===== src/rtl/signed_integer_alu_macros.svh =====
// ---------------------------------------------------------------------------
// Assertion macros for the signed integer ALU
// ---------------------------------------------------------------------------
`ifndef SIGNED_INTEGER_ALU_MACROS_SVH
`define SIGNED_INTEGER_ALU_MACROS_SVH

// implication checked on every rising clock edge outside reset
`define SIA_ASSERT_IMP(label, clk, rstn, ante, cons, msg) \
    label: assert property (@(posedge clk) disable iff (!rstn) (ante) |-> (cons)) \
        else $error(msg);

// next-cycle implication
`define SIA_ASSERT_NEXT(label, clk, rstn, ante, cons, msg) \
    label: assert property (@(posedge clk) disable iff (!rstn) (ante) |=> (cons)) \
        else $error(msg);

`endif


===== src/rtl/sia_pkg.sv =====
// ---------------------------------------------------------------------------
// sia_pkg
// Shared constants and types of the signed integer ALU.
// ---------------------------------------------------------------------------
package sia_pkg;

    localparam int unsigned DEFAULT_WIDTH = 32;

    typedef enum logic [1:0] {
        ACT_ADD = 2'd0,
        ACT_SUB = 2'd1,
        ACT_MUL = 2'd2,
        ACT_DIV = 2'd3
    } action_t;

    typedef struct packed {
        logic ovf;
        logic zero;
        logic sign;
        logic carry;
        logic dbz;
    } flags_t;

endpackage


===== src/rtl/sia_multiplier.sv =====
// ---------------------------------------------------------------------------
// sia_multiplier
// Pipelined signed multiplier: radix-4 Booth partial products, one per
// stage, accumulated stage by stage, then aligned to the divider depth.
// ---------------------------------------------------------------------------
module sia_multiplier #(
    parameter int unsigned WIDTH = sia_pkg::DEFAULT_WIDTH,
    parameter int unsigned DEPTH = WIDTH + 2
) (
    input  logic               aclk,
    input  logic               en,
    input  logic [WIDTH-1:0]   a_in,
    input  logic [WIDTH-1:0]   b_in,
    output logic [2*WIDTH-1:0] prod
);
    import sia_pkg::*;

    localparam int unsigned STEPS = (WIDTH + 1) / 2;
    localparam int unsigned PW    = 2 * WIDTH;
    localparam int unsigned BW    = 2 * STEPS + 1;

    logic [PW-1:0] acc_reg [0:STEPS];
    logic [PW-1:0] mc_reg  [0:STEPS];
    logic [BW-1:0] mp_reg  [0:STEPS];
    logic [PW-1:0] dly_reg [0:DEPTH-STEPS-2];

    always_ff @(posedge aclk) begin
        if (en) begin
            acc_reg[0] <= '0;
            mc_reg[0]  <= {{WIDTH{a_in[WIDTH-1]}}, a_in};
            mp_reg[0]  <= BW'($signed({b_in, 1'b0}));
        end
    end

    for (genvar s = 0; s < STEPS; s++) begin : g_step
        logic [2:0]    grp;
        logic [PW-1:0] pp;
        always_comb begin
            grp = mp_reg[s][2:0];
            case (grp)
                3'b001, 3'b010: pp = mc_reg[s];
                3'b011:         pp = mc_reg[s] << 1;
                3'b100:         pp = ~(mc_reg[s] << 1) + 1'b1;
                3'b101, 3'b110: pp = ~mc_reg[s] + 1'b1;
                default:        pp = '0;
            endcase
        end
        always_ff @(posedge aclk) begin
            if (en) begin
                acc_reg[s+1] <= acc_reg[s] + pp;
                mc_reg[s+1]  <= mc_reg[s] << 2;
                mp_reg[s+1]  <= {{2{mp_reg[s][BW-1]}}, mp_reg[s][BW-1:2]};
            end
        end
    end

    always_ff @(posedge aclk) begin
        if (en) begin
            dly_reg[0] <= acc_reg[STEPS];
        end
    end
    for (genvar d = 1; d < DEPTH - STEPS - 1; d++) begin : g_dly
        always_ff @(posedge aclk) begin
            if (en) begin
                dly_reg[d] <= dly_reg[d-1];
            end
        end
    end

    assign prod = dly_reg[DEPTH-STEPS-2];

endmodule


===== config.mk =====
export PLATFORM = sky130hd
export DESIGN_NAME = sia_multiplier
export DESIGN_NICKNAME = d
export VERILOG_FILES = /design/src/rtl/signed_integer_alu_macros.svh /design/src/rtl/sia_pkg.sv /design/src/rtl/sia_multiplier.sv
export SDC_FILE = /design/constraint.sdc
export NUM_CORES = 2
export LEC_CHECK = 0
export CORE_ASPECT_RATIO = 1.2
export CORE_MARGIN = 1.5
export CORE_UTILIZATION = 45
export CTS_BUF_LIST = sky130_fd_sc_hd__clkbuf_16
export DETAILED_ROUTE_END_ITERATION = 10
export DONT_BUFFER_PORTS = 1
export GPL_ROUTABILITY_DRIVEN = 0
export SLEW_MARGIN = 20
export SYNTH_ARGS = -nofsm -noshare
export SYNTH_HDL_FRONTEND = slang
export SYNTH_SLANG_ARGS = --single-unit

===== constraint.sdc =====
create_clock -name aclk -period 11.1 [get_ports aclk]
set_clock_uncertainty 0.1 [all_clocks]
set_input_delay 0.555 -clock aclk [delete_from_list [all_inputs] [get_ports aclk]]
set_output_delay 0.555 -clock aclk [all_outputs]
set_load 0.02 [all_outputs]

# [Word-level counts from Yosys, hierarchy flattened]
# Memory sizes are Yosys's and may differ from the RTL's.
# Index checks and enable logic that the tools add are counted.
[totals] in_bits=66 output_inout_bits=64 mem_count=4 register_bits=0 ramBits=3825
[classes] n_addsub=48 n_reduce_logical=32 n_mux=18 bitwise_logic=32 eq_ne=96
[mem_list] memory="acc_reg" depth=17 word_bits=64 read_ports=17 rd_clocked_by_memory_dff=0 write_ports=17 line_no="sia_multiplier.sv:22" rtl="logic [PW-1:0] acc_reg [0:STEPS];"
[mem_list] memory="dly_reg" depth=17 word_bits=64 read_ports=17 rd_clocked_by_memory_dff=0 write_ports=17 line_no="sia_multiplier.sv:25" rtl="logic [PW-1:0] dly_reg [0:DEPTH-STEPS-2];"
[mem_list] memory="mc_reg" depth=17 word_bits=64 read_ports=16 rd_clocked_by_memory_dff=0 write_ports=17 line_no="sia_multiplier.sv:23" rtl="logic [PW-1:0] mc_reg [0:STEPS];"
[mem_list] memory="mp_reg" depth=17 word_bits=33 read_ports=16 rd_clocked_by_memory_dff=0 write_ports=17 line_no="sia_multiplier.sv:24" rtl="logic [BW-1:0] mp_reg [0:STEPS];"
[op_table] op="one-hot mux 64 bit (4 select lines)" count=16
[op_table] op="adder 64 x 1 -> 64 bit (second input constant)" count=32
[op_table] op="NOT 64 bit" count=32
[op_table] op="adder 64 bit" count=16
[op_table] op="equality test 3 bit (second input constant)" count=48
[op_table] op="equality test 3 x 2 -> 1 bit (second input constant)" count=32
[op_table] op="OR reduction 2 bit" count=32
[op_table] op="equality test 3 x 1 -> 1 bit (second input constant)" count=16
[op_table] op="2-to-1 mux 1 bit" count=2

# [Logic depth before layout (Yosys ltp)]
[logic_depth] word_depth=4 mapped_depth=28 mapped_depth_nobuf=27

# [Worst setup path after synthesis]
# No wires, ideal clock.
[synth_timing] kind="register -> register" startpoint="memory mc_reg[0][396] (netlist bit)" endpoint="memory acc_reg[0][509] (netlist bit) (data pin)" arrival_ps=5950 period_less_slack_ps=6319 setup_ps=270 setup_slack_ps=4781 path_buffers=2 t_required_ps=10730 path_stages_with_launch=29 path_cell_list="edfxtp_1 > inv_1 > ha_1 > or3b_2 > or2_2 > clkbuf_1 > nor3_1 > nand2_1 > or3_1 > or3_1 > nor3_1 > xor2_1 > a21oi_1 > o21ai_0 > a21oi_1 > ha_1 > clkbuf_1 > a21oi_1 > o211a_1 > nand3b_1 > a2111oi_0 > and3b_1 > a31oi_1 > o21ai_0 > a2111oi_0 > o31ai_1 > nand2_1 > a311oi_1 > xor2_1"
[synth_lines] element="from (decl)" line_no="sia_multiplier.sv:23"
[synth_lines] element="to (decl)" line_no="sia_multiplier.sv:22"

==> flow_summary.json <==
{
  "worst_pin_slew_ns": 1.234,
  "htree_levels": 5,
  "syn-num-nets": 14172,
  "synth_top_family_by_area": "compound AO/OA/AOI/OAI gates",
  "finalCriticalPeriod_ns": 7.846,
  "grt_use_total_pct": 20.00,
  "layout_common_cells": "edfxtp_1, nand2_1, o21ai_0",
  "largest_register_ffs": 1088,
  "antenna_found_initial": 2,
  "syn-instance-count": 13369,
  "clk_pin_slew_ns": 0.06,
  "r2r_cells": 20,
  "via_count": 105848,
  "setup_viol": 0,
  "dieArea_um2": 343700,
  "drc": 0,
  "crit_top_cell": "or3_1",
  "synth_simple_gate_area_share_pct": 11.66,
  "slew_violations": 0,
  "grt_pass1_vias": 106258,
  "root_buffer": "clkbuf_16",
  "min_to": "mp_reg[0][17]$_DFFE_PP_",
  "clock_path_buffers": 4,
  "layout_commonest_cell": "edfxtp_1",
  "syn_to_final_growth_pct": 10.21,
  "overflow": 0,
  "drtPass1Iterations": 10,
  "synthAdderAreaFrac_pct": 6.098,
  "yosysSeqAreaShare_pct": 57.10,
  "cts_tree": "yes",
  "crit_chain": "inv_1, ha_1, nand2_1, or3_1, or3_1, or3_1, nor4_1, a22oi_1, o21ai_0, buf_4, o21ai_0, ha_1, and3_1, nand2_1, a2111oi_0, o221ai_1, or2_2, or4_1, a21oi_1, xnor2_1",
  "cellLeakagePower_uw": 0.06316,
  "finalNonFillerCells": 18055,
  "max_freq_ghz": 0.1275,
  "worstSetupPathType": "reg2reg",
  "synth-edff-count": 2911,
  "core_area_um2": 338500,
  "grt_max_degree": 206,
  "hp-class": "in2reg",
  "syn_area_um2": 153100,
  "via_per_inst": 5.863,
  "nNetsFinal": 14128,
  "slowest_delay_ns": 1.04,
  "insertion_delay_ns": 0.94,
  "reg2reg_to": "acc_reg[0][319]$_DFFE_PP_",
  "cts.sink_count": 2911,
  "period_share_pct": 70.68,
  "crit_fanout": 12,
  "wl_per_cell_um": 19.67,
  "r2r-start": "mc_reg[0][199]$_DFFE_PP_",
  "die_h_um": 641.9,
  "hold_depth": 1,
  "cts_setup_buffers": 0,
  "rsz0062_at_grt": "no",
  "hold_viol_final": 0,
  "ys.flop_type": "edfxtp_1",
  "rrSetupSlack_ns": 3.25,
  "synth_compound_area_share_pct": 15.71,
  "die_w_um": 535.4,
  "critical_path_required_ns": 11.60,
  "synth-async-reset-ratio_pct": 0,
  "muxShareOfSynthArea_pct": 0.3654,
  "avgSynthCellArea_um2": 11.45,
  "fin_tns_setup_ns": 0,
  "drv_cap": 0,
  "ioPinCount": 130,
  "dp.final_hpwl_um": 256800,
  "start_util_pct": 45.23,
  "yosysWarnings": 0,
  "wl_um": 355200,
  "synth_seq_cells": 2911,
  "synth_cell_types": 93,
  "grt_pass1_wl_um": 555300,
  "placed_cells_incl_taps": 17428,
  "drive_above_1_share_pct": 5.448,
  "portBuffers": 0,
  "cts_buffers": 308,
  "run_status": "finished clean",
  "dr.first_iter.drc_count": 7626,
  "ir_drop_v": 0.0001366,
  "rows": 234,
  "crit_slowest_cell": "a2111oi_0",
  "cp-start-kind": "flip-flop",
  "hp-start": "en",
  "crit_arrival_ns": 8.34,
  "relSlewSlack_pct": 15.58,
  "synth_xor_area_share_pct": 7.014,
  "p_per_area_nw_per_um2": 229.2,
  "ant_nets": 0,
  "critPathCaptureType": "flip-flop"
}
==> through the flow <==
step	instance area (µm²)	total power (µW)	hold slack (ns)	setup WS, ns	utilization [%]
floorplan	153100	25170	0.3003	4.781	-
global placement	157900	28290	0.3002	3.457	46.65
detailed placement	158000	28570	0.3045	3.566	46.68
CTS	168600	38900	0.05296	3.466	49.81
global route	168700	40920	0.08796	2.833	49.85
finish	168700	38670	0.1078	3.254	49.85
==> worst max-delay path by stage <==
stage | start | endpoint | slack, ns | depth (start not counted)
2_1_floorplan | mc_reg[0][396]$_DFFE_PP_ | acc_reg[0][509]$_DFFE_PP_ | 4.78 | 28
3_3_place_gp | mc_reg[0][396]$_DFFE_PP_ | acc_reg[0][509]$_DFFE_PP_ | 3.46 | 27
3_5_place_dp | mc_reg[0][332]$_DFFE_PP_ | acc_reg[0][444]$_DFFE_PP_ | 3.57 | 24
4_1_cts | mc_reg[0][332]$_DFFE_PP_ | acc_reg[0][444]$_DFFE_PP_ | 3.47 | 24
5_1_grt | mc_reg[0][331]$_DFFE_PP_ | acc_reg[0][444]$_DFFE_PP_ | 2.83 | 24
6_report | mc_reg[0][199]$_DFFE_PP_ | acc_reg[0][319]$_DFFE_PP_ | 3.25 | 20
==> cells by family after synthesis <==
| kind of cell | count (synthesis) |
|---|---|
| AOI/OAI and AO/OA | 3815 |
| and+or+nand+nor | 3796 |
| DFF | 2911 |
| xor gates and xnor gates | 1225 |
| buffers and inverters | 831 |
| adders and majority gates | 737 |
| muxes | 54 |
==> where the power goes <==
group / switching, µW / internal (µW) / leakage [µW]
logic: 7550 / 5180 / 0.0295
registers: 860 / 15000 / 0.0285
clock network: 4260 / 5800 / 0.00513
total: 12700 / 26000 / 0.0632
==> Yosys cell counts, drive strengths merged, types with 98 or more instances <==
cell,n,share of area (%)
nand2b,195,0.80
nor3,295,0.99
o21bai,98,0.48
o21ai,1038,3.4
a221oi,146,0.84
or3,222,0.91
nand3,186,0.61
a21o,430,2.1
a22oi,207,1.0
o21a,104,0.51
ha,722,5.9
nand2,1320,3.2
nand4,100,0.41
xor2,438,2.5
nor2b,147,0.60
inv,260,0.64
xnor2,787,4.5
edfxtp,2911,57
o211ai,99,0.49
nor2,923,2.3
a21oi,1016,3.3
a31oi,137,0.56
clkbuf,509,1.2
==> layout make-up <==
cell class / instances / area, µm²
Clock inverter: 239 / 2111
Multi-Input combinational cell: 9627 / 62580
Fill cell: 29197 / 169700
Antenna cell: 6 / 15.01
Tap cell: 4484 / 5610
Timing Repair Buffer: 211 / 2206
Sequential cell: 2911 / 87410
Inverter: 266 / 998.5
Clock buffer: 311 / 7782
==> critical path, delay by kind of cell (launching register included) <==
| kind | cells | cell delay, ns |
|---|---|---|
| flops | 1 | 0.49 |
| fa+ha+maj | 2 | 0.67 |
| xor+xnor | 1 | 0.10 |
| buf+inv | 2 | 0.37 |
| compound gates | 6 | 2.31 |
| simple gates | 9 | 3.46 |
==> timing repair <==
| action | 4_1_cts | 5_1_grt |
|---|---|---|
| hold endpoints to repair | 194 | 64 |
| gates resized for setup | 0 | 0 |
| hold buffers | 66 | 1 |
==> layer usage <==
layer | vias up | share of wire, % | track usage (%) | routed length, µm
met3 | 1529 | 4.2 | 2.673 | 14950
met2 | 3830 | 54 | 38.74 | 191300
met1 | 50248 | 35 | 19.15 | 122800
met5 | - | 0 | 0 | 0
li1 | 50241 | - | - | -
met4 | 0 | 7.4 | 14.15 | 26160
(Power assumes the default switching activity.)
