### src/rtl/signed_integer_alu_macros.svh
// ---------------------------------------------------------------------------
// Assertion macros for the signed integer ALU
// ---------------------------------------------------------------------------
`ifndef SIGNED_INTEGER_ALU_MACROS_SVH
`define SIGNED_INTEGER_ALU_MACROS_SVH

// implication checked on every rising clock edge outside reset
`define SIA_ASSERT_IMP(label, clk, rstn, ante, cons, msg) \
    label: assert property (@(posedge clk) disable iff (!rstn) (ante) |-> (cons)) \
        else $error(msg);

// next-cycle implication
`define SIA_ASSERT_NEXT(label, clk, rstn, ante, cons, msg) \
    label: assert property (@(posedge clk) disable iff (!rstn) (ante) |=> (cons)) \
        else $error(msg);

`endif

### src/rtl/sia_pkg.sv
// ---------------------------------------------------------------------------
// sia_pkg
// Shared constants and types of the signed integer ALU.
// ---------------------------------------------------------------------------
package sia_pkg;

    localparam int unsigned DEFAULT_WIDTH = 32;

    typedef enum logic [1:0] {
        ACT_ADD = 2'd0,
        ACT_SUB = 2'd1,
        ACT_MUL = 2'd2,
        ACT_DIV = 2'd3
    } action_t;

    typedef struct packed {
        logic ovf;
        logic zero;
        logic sign;
        logic carry;
        logic dbz;
    } flags_t;

endpackage

### src/rtl/sia_adder.sv
// ---------------------------------------------------------------------------
// sia_adder
// Add/subtract with flags, registered, then delayed to the common latency.
// ---------------------------------------------------------------------------
module sia_adder #(
    parameter int unsigned WIDTH = sia_pkg::DEFAULT_WIDTH,
    parameter int unsigned DEPTH = WIDTH + 2
) (
    input  logic                aclk,
    input  logic                en,
    input  logic                sub,
    input  logic [WIDTH-1:0]    a_in,
    input  logic [WIDTH-1:0]    b_in,
    output logic [WIDTH-1:0]    sum,
    output sia_pkg::flags_t     flags
);
    import sia_pkg::*;

    logic [WIDTH-1:0] bb;
    logic [WIDTH-1:0] low;
    logic [WIDTH:0]   full;
    logic             cin;
    logic             cout;
    flags_t           f;

    logic [WIDTH-1:0] s_reg [0:DEPTH-1];
    flags_t           f_reg [0:DEPTH-1];

    always_comb begin
        bb   = sub ? (~b_in + 1'b1) : b_in;
        low  = {1'b0, a_in[WIDTH-2:0]} + {1'b0, bb[WIDTH-2:0]};
        cin  = low[WIDTH-1];
        full = {1'b0, a_in} + {1'b0, bb};
        cout = full[WIDTH];
        f.ovf   = cin ^ cout;
        f.zero  = (full[WIDTH-1:0] == '0);
        f.sign  = full[WIDTH-1];
        f.carry = cout;
        f.dbz   = 1'b0;
    end

    always_ff @(posedge aclk) begin
        if (en) begin
            s_reg[0] <= full[WIDTH-1:0];
            f_reg[0] <= f;
        end
    end
    for (genvar d = 1; d < DEPTH; d++) begin : g_dly
        always_ff @(posedge aclk) begin
            if (en) begin
                s_reg[d] <= s_reg[d-1];
                f_reg[d] <= f_reg[d-1];
            end
        end
    end

    assign sum   = s_reg[DEPTH-1];
    assign flags = f_reg[DEPTH-1];

endmodule

### config.mk
export PLATFORM = sky130hd
export DESIGN_NAME = sia_adder
export DESIGN_NICKNAME = d
export VERILOG_FILES = /design/src/rtl/signed_integer_alu_macros.svh /design/src/rtl/sia_pkg.sv /design/src/rtl/sia_adder.sv
export SDC_FILE = /design/constraint.sdc
export NUM_CORES = 1
export LEC_CHECK = 0
export ABC_AREA = 1
export ABC_CLOCK_PERIOD_IN_PS = 4200
export BUFFER_PORTS_ARGS = -buffer_cell sky130_fd_sc_hd__clkbuf_2
export CAP_MARGIN = 40
export CORE_MARGIN = 5
export CORE_UTILIZATION = 30
export DETAILED_ROUTE_END_ITERATION = 10
export SETUP_SLACK_MARGIN = 0.1
export SYNTH_ARGS = -nofsm -noshare
export SYNTH_HDL_FRONTEND = slang
export SYNTH_SLANG_ARGS = --single-unit
### constraint.sdc
create_clock -name aclk -period 4.2 [get_ports aclk]
set_clock_uncertainty 0.2 [all_clocks]
set_input_delay 0.21 -clock aclk [delete_from_list [all_inputs] [get_ports aclk]]
set_output_delay 0.21 -clock aclk [all_outputs]
set_load 0.01 [all_outputs]
; Word level (Yosys, flattened, before mapping)
; Memories as Yosys holds them, arrays and structs flattened.
; Cells that the tools add are included.
[word_totals]
register_bits = 0
mem_bits_rw = 1258
in_bits = 67
out_inout_bits = 37
wordCells = 11
memories = 2
[classes]
addsub = 3
n_mux = 3
bitwise_logic = 2
n_reduce_logical = 1
[memory_table]
columns = memory, words, word_bits, rd, rd_ports_with_merged_regs, write_ports, line_no
row1 = s_reg, 34, 32, 34, 0, 34, sia_adder.sv:26  ; logic [WIDTH-1:0] s_reg [0:DEPTH-1];
row2 = f_reg, 34, 5, 34, 0, 34, sia_adder.sv:27  ; flags_t f_reg [0:DEPTH-1];
[ops]
columns = op, n
row1 = adder 32 x 32 -> 33 bit, 1
row2 = adder 31 x 31 -> 32 bit, 1
row3 = adder 32 x 1 -> 32 bit (second input constant), 1
row4 = logical NOT 32 bit, 1
row5 = 2-to-1 mux 32 bit, 1
row6 = inverter 32 bit, 1
row7 = 2-to-1 mux 1 bit, 2
row8 = bitwise XOR 1 bit, 1

; Longest topological paths before layout
; Gate-level depths: netlist of run 1.
[logic_depth]
word_depth = 5
depth_mapped = 27
ltp_nobuf = 27

; Least setup slack after synthesis of run 1
; Ideal clock, no wire load.
[synth_timing]
kind = input port to flip-flop
from = input port b_in[0]
to = memory f_reg[0][3] in the netlist's numbering, data pin
setup_time_ps = 251
arrival_ps = 2522
required_time_ps = 3749
setup_slack_ps = 1226
cell_stages = 24
path_buffers = 0
path_cell_list = inv_1 -> ha_1 -> nand2_1 -> nor2_2 -> nand2_1 -> nor2_2 -> nand3_1 -> inv_1 -> nand2_1 -> o21ai_2 -> o21ai_1 -> xor2_1 -> ha_1 -> nand2_1 -> nor2_1 -> nand2_1 -> nor2_1 -> nand2_2 -> nand2_1 -> nand2_1 -> nand2_1 -> nor2_1 -> nand3_1 -> nor2_1
[synth_lines]
columns = item, line_no
row1 = from (decl), sia_adder.sv:13  ; input logic [WIDTH-1:0] b_in,
row2 = to (decl), sia_adder.sv:27

==> results of run 1 <==
==> timing repair <==
| item | in CTS | in global routing |
|---|---|---|
| endpoints found under the hold margin | 37 | 0 |
| gates resized for setup | 0 | 0 |
| endpoints found under the setup margin | 0 | 0 |
| hold buffers | 26 | 0 |
==> power by group <==
group | leakage, nW | internal, mW | switching, mW | total, mW
Sequential | 11.6 | 14.0 | 0.155 | 14.1
Combinational | 3.05 | 0.311 | 0.715 | 1.03
Clock | 1.60 | 5.08 | 3.87 | 8.95
Total | 16.3 | 19.3 | 4.74 | 24.1
==> worst max-delay path, delay by kind of cell <==
kind	cells	cell delay, ns
AND/OR/NAND/NOR	19	2.15
adder cells (fa/ha/maj)	2	0.54
buffers and inverters	3	0.24
AO/OA/AOI/OAI	1	0.17
XOR/XNOR	1	0.15
==> area by class of cell <==
class	instances	area, µm²	share of cell area
flip-flops and latches	1190	35700	0.780
multi-input cells	555	2870	0.0626
clock buffers	124	2740	0.0599
well taps	1742	2180	0.0476
repair buffers	162	1160	0.0253
inverters	160	601	0.0131
clock inverters	66	519	0.0113
==> stage by stage <==
step                power (mW)  setup WS [ns]  hold slack (ns)
floorplan                 14.8           1.23            0.122
global placement          15.3          0.260            0.200
detailed placement        15.4          0.264            0.205
CTS                       24.5          0.958         0.000103
global route              25.2          0.605           0.0485
finish                    24.1           1.05           0.0449
==> cell usage in the layout (no fill, tap or decap), drive strengths merged, types with 3 or more instances in the layout <==
master	instances
a21oi	22
buf	35
bufinv	7
clkbuf	225
clkinv	56
dlygate4sd3	26
edfxtp	1190
ha	37
inv	162
nand2	292
nand3	41
nand3b	5
nand4	14
nor2	75
nor3	9
o21ai	12
o21bai	3
xnor2	12
xor2	25
==> final timing paths <==
kind / startpoint / end / slack, ns / depth (start not counted)
setup reg to reg: s_reg[0][22]$_DFFE_PP_ / s_reg[1][22]$_DFFE_PP_ / 3.36 / 0
hold reg to reg: s_reg[5][9]$_DFFE_PP_ / s_reg[6][9]$_DFFE_PP_ / 0.20 / 0
hold / removal: a_in[5] / s_reg[0][5]$_DFFE_PP_ / 0.04 / 5
setup / recovery: b_in[0] / f_reg[0][3]$_DFFE_PP_ / 1.05 / 26
==> per-layer routing <==
metal	vias to the layer above	GRT usage	wire length [µm]
met2	251	0.104	20700
met5	-	0	0
met1	7279	0.0846	20900
met3	100	0.0182	2090
li1	7605	-	-
met4	0	0.0232	1230
==> kinds of logic after synthesis <==
logic type | after synthesis
fa+ha+maj | 38
other cells | 1
compound gates | 40
buf+inv | 165
flops | 1190
xor+xnor | 37
simple gates | 439
==> load_flow_metrics.sql, run 1 <==
INSERT INTO impl_metrics (metric_group, metric, value, unit) VALUES
('run_status', 'outcome', 'complete, no violations', ''),
('cts', 'ctsRootBufferMaster', 'clkbuf_16', ''),
('yosys', 'postSynth.asyncResetShare', '0', ''),
('yosys', 'yosys.cell_types.count', '29', ''),
('finish', 'area_delta_synth_final', '16.8', '%'),
('route', 'drt-vias-per-instance', '3.81', ''),
('finish', 'drive_above_1_share', '0.133', ''),
('floorplan', 'placement_rows', '132', ''),
('yosys', 'synth_seq_cells', '1190', ''),
('yosys', 'ys.flop_type', 'edfxtp_1', ''),
('route', 'drtPass1Iterations', '4', ''),
('place', 'total_cell_area_at_the_placement_stage', '42300', 'µm²'),
('critical_path', 'crit_required', '4.50', 'ns'),
('floorplan', 'dieArea', '138000', 'µm²'),
('grt', 'via_count_of_the_first_global_routing_pass', '15100', ''),
('sta', 'finalCritPeriodShare', '0.751', ''),
('cts', 'clock_latency', '0.65', 'ns'),
('cts', 'cts_max_path_buffers', '3', ''),
('yosys', 'mappedNetlistArea', '39200', 'µm²'),
('sta', 'rsz0062_at_grt', 'no', ''),
('yosys', 'synth.top_cells.by_area', 'edfxtp_1 (91%), nand2_1 (2.7%), inv_1 (1.5%)', ''),
('place', 'place_hpwl', '25.8', 'mm'),
('yosys', 'synth-seq-area-share', '0.911', ''),
('critical_path', 'worst_setup_path_end_kind', 'register', ''),
('critical_path', 'start_kind', 'input pin', ''),
('finish', 'layout.filler_cells', '12000', ''),
('yosys', 'synth-warning-count', '0', ''),
('yosys', 'syn-instance-count', '1910', ''),
('flow_run', 'cap_violations', '0', ''),
('route', 'avgRoutedWirePerCell', '11.2', 'µm'),
('grt', 'first_pass_grt_wire_length', '74.6', 'mm'),
('cts', 'clkSinkCount', '1190', ''),
('yosys', 'post_synth_most_frequent_cells', 'edfxtp_1 (1,190), nand2_1 (284), inv_1 (159), nor2_1 (69), nand3_1 (38)', ''),
('yosys', 'yosys.area.top_type_share', '0.911', ''),
('route', 'route.final.wire_length', '44.9', 'mm'),
('grt', 'groute.usage.overall', '0.0648', ''),
('critical_path', 'cp_slowest_cell', 'ha_1', ''),
('cts', 'cts_htree_levels', '3', ''),
('critical_path', 'timing.critical_path.mode_cell', 'nand2_1', ''),
('sta', 'max_clock_freq', '317', 'MHz'),
('route', 'route.detailed.drc', '0', ''),
('yosys', 'synth_top_family_by_area', 'simple AND/OR/NAND/NOR gates', ''),
('yosys', 'synth_enable_flop_cells', '1190', ''),
('sta', 'drv_slew', '0', ''),
('grt', 'grt_antenna_before_repair', '0', ''),
('floorplan', 'starting_density_of_the_core', '0.303', ''),
('sta', 'slew-limit-headroom', '0.308', ''),
('power_and_ir_drop', 'cellLeakagePower', '16.3', 'nW'),
('grt', 'grt.overflow.total', '0', ''),
('floorplan', 'die_height', '372', 'µm'),
('yosys', 'synth-adder-area-share', '0.0123', ''),
('yosys', 'post_synth_and_or_nand_nor_area_fraction', '0.0468', ''),
('route', 'drt.antenna.violating_nets', '0', ''),
('critical_path', 'setup.worst_path.class', 'input pin to register', ''),
('finish', 'largest_register_ffs', '1054', ''),
('sta', 'timing.final.crit_period', '3.15', 'ns'),
('place', 'dp_cells', '3783', ''),
('power_and_ir_drop', 'worst_ir_drop_on_vdd', '0.299', 'mV'),
('finish', 'final-instance-count-excl-fill', '3999', ''),
('sta', 'worst_slew_pin_slew', '1.04', 'ns'),
('finish', 'fin_nets', '2279', ''),
('floorplan', 'floorplan.core_area', '130000', 'µm²'),
('finish', 'layout.core_utilization', '0.353', ''),
('finish', 'antennaDiodeCount', '0', ''),
('power_and_ir_drop', 'power_density', '526', 'nW/µm²'),
('yosys', 'synth.mux.area_fraction', '0', ''),
('grt', 'grt_max_degree', '116', ''),
('finish', 'finalInstanceArea', '45800', 'µm²'),
('yosys', 'syn-mean-instance-area', '20.5', 'µm²'),
('hold_path', 'hold_path_class', 'input pin to register', ''),
('yosys', 'synth_nets', '2015', '');
Note: power is estimated with default switching activity, not from simulation.
==> run 2: changes to the inputs <==
--- a/config.mk
+++ b/config.mk
@@ -5,8 +5,8 @@
 export SDC_FILE = /design/constraint.sdc
 export NUM_CORES = 1
 export LEC_CHECK = 0
-export ABC_AREA = 1
-export ABC_CLOCK_PERIOD_IN_PS = 4200
+export ABC_AREA = 0
+export ABC_CLOCK_PERIOD_IN_PS = 2800
 export BUFFER_PORTS_ARGS = -buffer_cell sky130_fd_sc_hd__clkbuf_2
 export CAP_MARGIN = 40
 export CORE_MARGIN = 5
==> constraint.sdc (replaced) <==
create_clock -name aclk -period 2.8 [get_ports aclk]
set_clock_uncertainty 0.2 [all_clocks]
set_input_delay 0.14 -clock aclk [delete_from_list [all_inputs] [get_ports aclk]]
set_output_delay 0.14 -clock aclk [all_outputs]
set_load 0.01 [all_outputs]
==> run 2 against run 1 <==
Net effect: via count down 1.2%; sequential cell count stayed put; the flow now finishes with violations (setup timing); combinational power is 120% higher; critical endpoint unchanged; largest cell class unchanged; critical path depth shrank 3; worst hold slack got worse by 0.043 ns.
==> load_flow_metrics.sql, run 2 <==
INSERT INTO impl_metrics (metric_group, metric, value, unit) VALUES
('route', 'drt-vias-per-instance', '3.99', ''),
('power_and_ir_drop', 'cellLeakagePower', '16.2', 'nW'),
('route', 'drt_iter0_drc', '1273', ''),
('sta', 'finalCritPeriodShare', '1.52', ''),
('sta', 'worst_slew_pin_slew', '0.833', 'ns'),
('critical_path', 'worstReg2RegStart', 's_reg[22][8]$_DFFE_PP_', ''),
('sta', 'drv_slew', '0', ''),
('route', 'route.final.wire_length', '45.0', 'mm'),
('yosys', 'yosysTopAreaCell', 'edfxtp_1', ''),
('grt', 'grt.overflow.total', '0', ''),
('place', 'gpl.final_weighted_congestion', '0.804', ''),
('run_status', 'violations_in_the_final_reports', 'setup timing', ''),
('place', 'place_hpwl', '25.1', 'mm'),
('place', 'portBuffers', '102', ''),
('yosys', 'yosys.cell_types.count', '63', ''),
('cts', 'clock_latency', '0.65', 'ns'),
('floorplan', 'floorplan.core_area', '127000', 'µm²'),
('finish', 'finalInstanceArea', '47000', 'µm²'),
('floorplan', 'io-pin-count', '104', ''),
('finish', 'antennaDiodeCount', '0', ''),
('cts', 'ctsRootBufferMaster', 'clkbuf_16', ''),
('hold_path', 'min_from', 'a_in[18]', ''),
('power_and_ir_drop', 'netSwitchingFraction', '0.198', ''),
('hold_path', 'worstHoldPathCells', '5', ''),
('power_and_ir_drop', 'worst_ir_drop_on_vdd', '0.520', 'mV'),
('cts', 'tritoncts_buffers', '104', ''),
('critical_path', 'setup.reg_to_reg.worst_slack', '1.94', 'ns'),
('yosys', 'post_synth_most_frequent_cells', 'edfxtp_1 (1,190), nand2_1 (45), ha_1 (37), xnor2_1 (37), a21oi_1 (26)', ''),
('finish', 'layout_common_cells', 'edfxtp_1 (1,190), buf_4 (213), clkbuf_16 (106)', ''),
('yosys', 'synth_enable_flop_cells', '1190', ''),
('grt', 'first_pass_grt_wire_length', '74.0', 'mm'),
('sta', 'rsz0062_at_grt', 'yes', ''),
('finish', 'final-instance-count-excl-fill', '3770', ''),
('grt', 'groute.usage.overall', '0.0639', ''),
('finish', 'drive_above_1_share', '0.273', ''),
('yosys', 'synth.top_cells.by_area', 'edfxtp_1 (93%), ha_1 (1.2%), xnor2_1 (0.84%)', ''),
('route', 'wl_met3', '2.38', 'mm'),
('critical_path', 'r2r-end', 's_reg[23][8]$_DFFE_PP_', ''),
('power_and_ir_drop', 'power_density', '780', 'nW/µm²'),
('sta', 'final-setup-viol-count', '22', ''),
('sta', 'slew-limit-headroom', '0.438', ''),
('place', 'dp_cells', '3546', ''),
('route', 'detail_route.wirelength.met1', '19.9', 'mm'),
('route', 'avgRoutedWirePerCell', '11.9', 'µm'),
('yosys', 'synth-warning-count', '0', ''),
('cts', 'cts_max_path_buffers', '3', ''),
('sta', 'timing.final.crit_period', '4.25', 'ns'),
('yosys', 'syn-instance-count', '1571', ''),
('floorplan', 'placement_rows', '131', ''),
('power_and_ir_drop', 'share_seq_of_total_power', '0.579', ''),
('route', 'drtPass1Iterations', '5', ''),
('floorplan', 'dieWidth', '368', 'µm'),
('yosys', 'synth_seq_cells', '1190', ''),
('critical_path', 'reg2regPathDepth', '0', ''),
('sta', 'final_hold_violations', '0', ''),
('power_and_ir_drop', 'p_switching', '7.26', 'mW'),
('place', 'total_cell_area_at_the_placement_stage', '43000', 'µm²'),
('critical_path', 'setup.worst_path.class', 'input pin to register', ''),
('route', 'route.detailed.drc', '0', ''),
('power_and_ir_drop', 'power.share.combinational', '0.061', ''),
('critical_path', 'worst_setup_path_end_kind', 'register', ''),
('yosys', 'syn-mean-instance-area', '24.4', 'µm²'),
('flow_run', 'cap_violations', '0', ''),
('finish', 'fin_nets', '2126', ''),
('route', 'top_layer', 'met4', ''),
('route', 'drt.antenna.violating_nets', '0', ''),
('run_status', 'outcome', 'finished with violations', ''),
('yosys', 'yosys.area.top_type_share', '0.931', ''),
('grt', 'grt_max_degree', '115', ''),
('cts', 'cts_tree', 'yes', ''),
('floorplan', 'dieArea', '135000', 'µm²'),
('cts', 'clkSinkCount', '1190', ''),
('yosys', 'ys.flop_type', 'edfxtp_1', ''),
('sta', 'max_clock_freq', '235', 'MHz'),
('route', 'num_vias', '15000', ''),
('hold_path', 'hold_path_class', 'input pin to register', ''),
('yosys', 'postSynth.asyncResetShare', '0', ''),
('finish', 'mostFrequentLayoutCell', 'edfxtp_1', ''),
('cts', 'cts_htree_levels', '3', ''),
('critical_path', 'crit_required', '3.00', 'ns'),
('grt', 'grt_antenna_before_repair', '0', ''),
('yosys', 'post-synth-top-count-cell', 'edfxtp_1', ''),
('critical_path', 'start_kind', 'input pin', ''),
('yosys', 'synth-seq-area-share', '0.931', ''),
('critical_path', 'critical_path.max_fanout', '3', ''),
('floorplan', 'die_height', '368', 'µm'),
('yosys', 'mappedNetlistArea', '38400', 'µm²'),
('sta', 'timing.setup.tns', '-16.26', 'ns'),
('hold_path', 'worst_hold_path.endpoint', 's_reg[0][18]$_DFFE_PP_', ''),
('critical_path', 'crit_arrival', '4.45', 'ns'),
('floorplan', 'starting_density_of_the_core', '0.301', ''),
('finish', 'area_delta_synth_final', '22.4', '%'),
('power_and_ir_drop', 'clock_power_share', '0.360', ''),
('yosys', 'synth_nets', '1676', ''),
('power_and_ir_drop', 'internal_power', '29.4', 'mW'),
('finish', 'largest_register_ffs', '1054', ''),
('finish', 'layout.core_utilization', '0.369', ''),
('cts', 'clkTransAtPathRegs', '0.06', 'ns'),
('grt', 'via_count_of_the_first_global_routing_pass', '15300', ''),
('sta', 'setup_ws', '-1.45', 'ns'),
('route', 'dr_wl_met2', '21.3', 'mm');
run 2: cell count changes after synthesis, sizes merged, moves of 6 or more:
cell   change
nand2    -247
inv      -150
nor2      -54
nand3     -28
xnor2     +25
o21ai     +13
o31ai     +13
a21o      +10
xor2       -9
o21a       +8
or3        +8
or4        +8
a31oi      +7
nand4      -6
run 2: final cells by class:
class,instances,area (µm²)
Inverter,10,37.5
Clock inverter,69,483
Timing Repair Buffer,359,2790
Clock buffer,124,2720
Multi-Input combinational cell,356,3150
Fill cell,11400,80400
Tap cell,1662,2080
Sequential cell,1190,35700
run 2: worst max-delay path by stage:
stage | startpoint | to | slack (ns) | cells after the start
2_1_floorplan | b_in[3] | f_reg[0][3]$_DFFE_PP_ | -1.62 | 20
3_3_place_gp | b_in[3] | f_reg[0][3]$_DFFE_PP_ | -2.04 | 18
3_5_place_dp | b_in[3] | f_reg[0][3]$_DFFE_PP_ | -2.06 | 19
4_1_cts | b_in[3] | f_reg[0][3]$_DFFE_PP_ | -1.30 | 18
5_1_grt | b_in[3] | f_reg[0][3]$_DFFE_PP_ | -1.60 | 22
6_report | b_in[3] | f_reg[0][3]$_DFFE_PP_ | -1.45 | 23
run 2: logic make-up (layout without fill, tap and decap cells):
group / count (synthesis) / in the layout / synth area share
DFF: 1190 / 1190 / 0.931
and+or+nand+nor: 136 / 136 / 0.0186
AOI/OAI and AO/OA: 126 / 126 / 0.0227
xor gates and xnor gates: 53 / 53 / 0.0121
adders and majority gates: 38 / 38 / 0.0126
buffers and inverters: 25 / 562 / 0.00277
muxes: 2 / 2 / 0.000521
other: 1 / 1 / 0.0000977
run 2: stage by stage:
stage	setup slack, ns	total power, mW	hold WS, ns
2_1_floorplan	-1.62	22.3	0.0525
3_5_place_dp	-2.06	23.5	0.205
6_report	-1.45	36.7	0.00225
5_1_grt	-1.60	38.3	0.0143
4_1_cts	-1.30	37.0	-0.0641
3_3_place_gp	-2.04	23.4	0.200
run 2: critical path: stages:
cell,delay (ns)
buf_8,0.10
nor2_4,0.10
nand4b_1,0.12
or3_4,0.39
nand2b_4,0.15
or4_4,0.42
or3_4,0.41
buf_6,0.14
o31ai_4,0.24
nand2_1,0.09
xor2_1,0.17
ha_1,0.37
buf_6,0.13
buf_6,0.10
nand3_1,0.12
nor3_1,0.36
buf_4,0.19
nor3_2,0.04
a211o_1,0.24
a211oi_2,0.20
nor4_1,0.08
nand3_1,0.10
nor4b_2,0.05
run 2: repair_timing:
item,in CTS,in global routing
hold buffers,14,0
buffers inserted,8,10
resized for setup,32,75
setup endpoints to repair,23,23
cloned,0,0
pin swaps,16,33
endpoints found under the hold margin,161,0
run 2: power groups by stage:
stage | clock [mW] | combinational, mW | sequential (mW)
detailed placement | 0 | 1.92 | 21.6
global route | 14.6 | 2.42 | 21.3
floorplan | 0 | 0.729 | 21.5
CTS | 13.7 | 2.05 | 21.2
finish | 13.2 | 2.24 | 21.2
global placement | 0 | 1.86 | 21.5
run 2: per-layer routing:
layer,vias up,track usage
met3,122,0.0205
li1,7249,-
met2,330,0.102
met4,0,0.0252
met1,7344,0.0812
met5,-,0
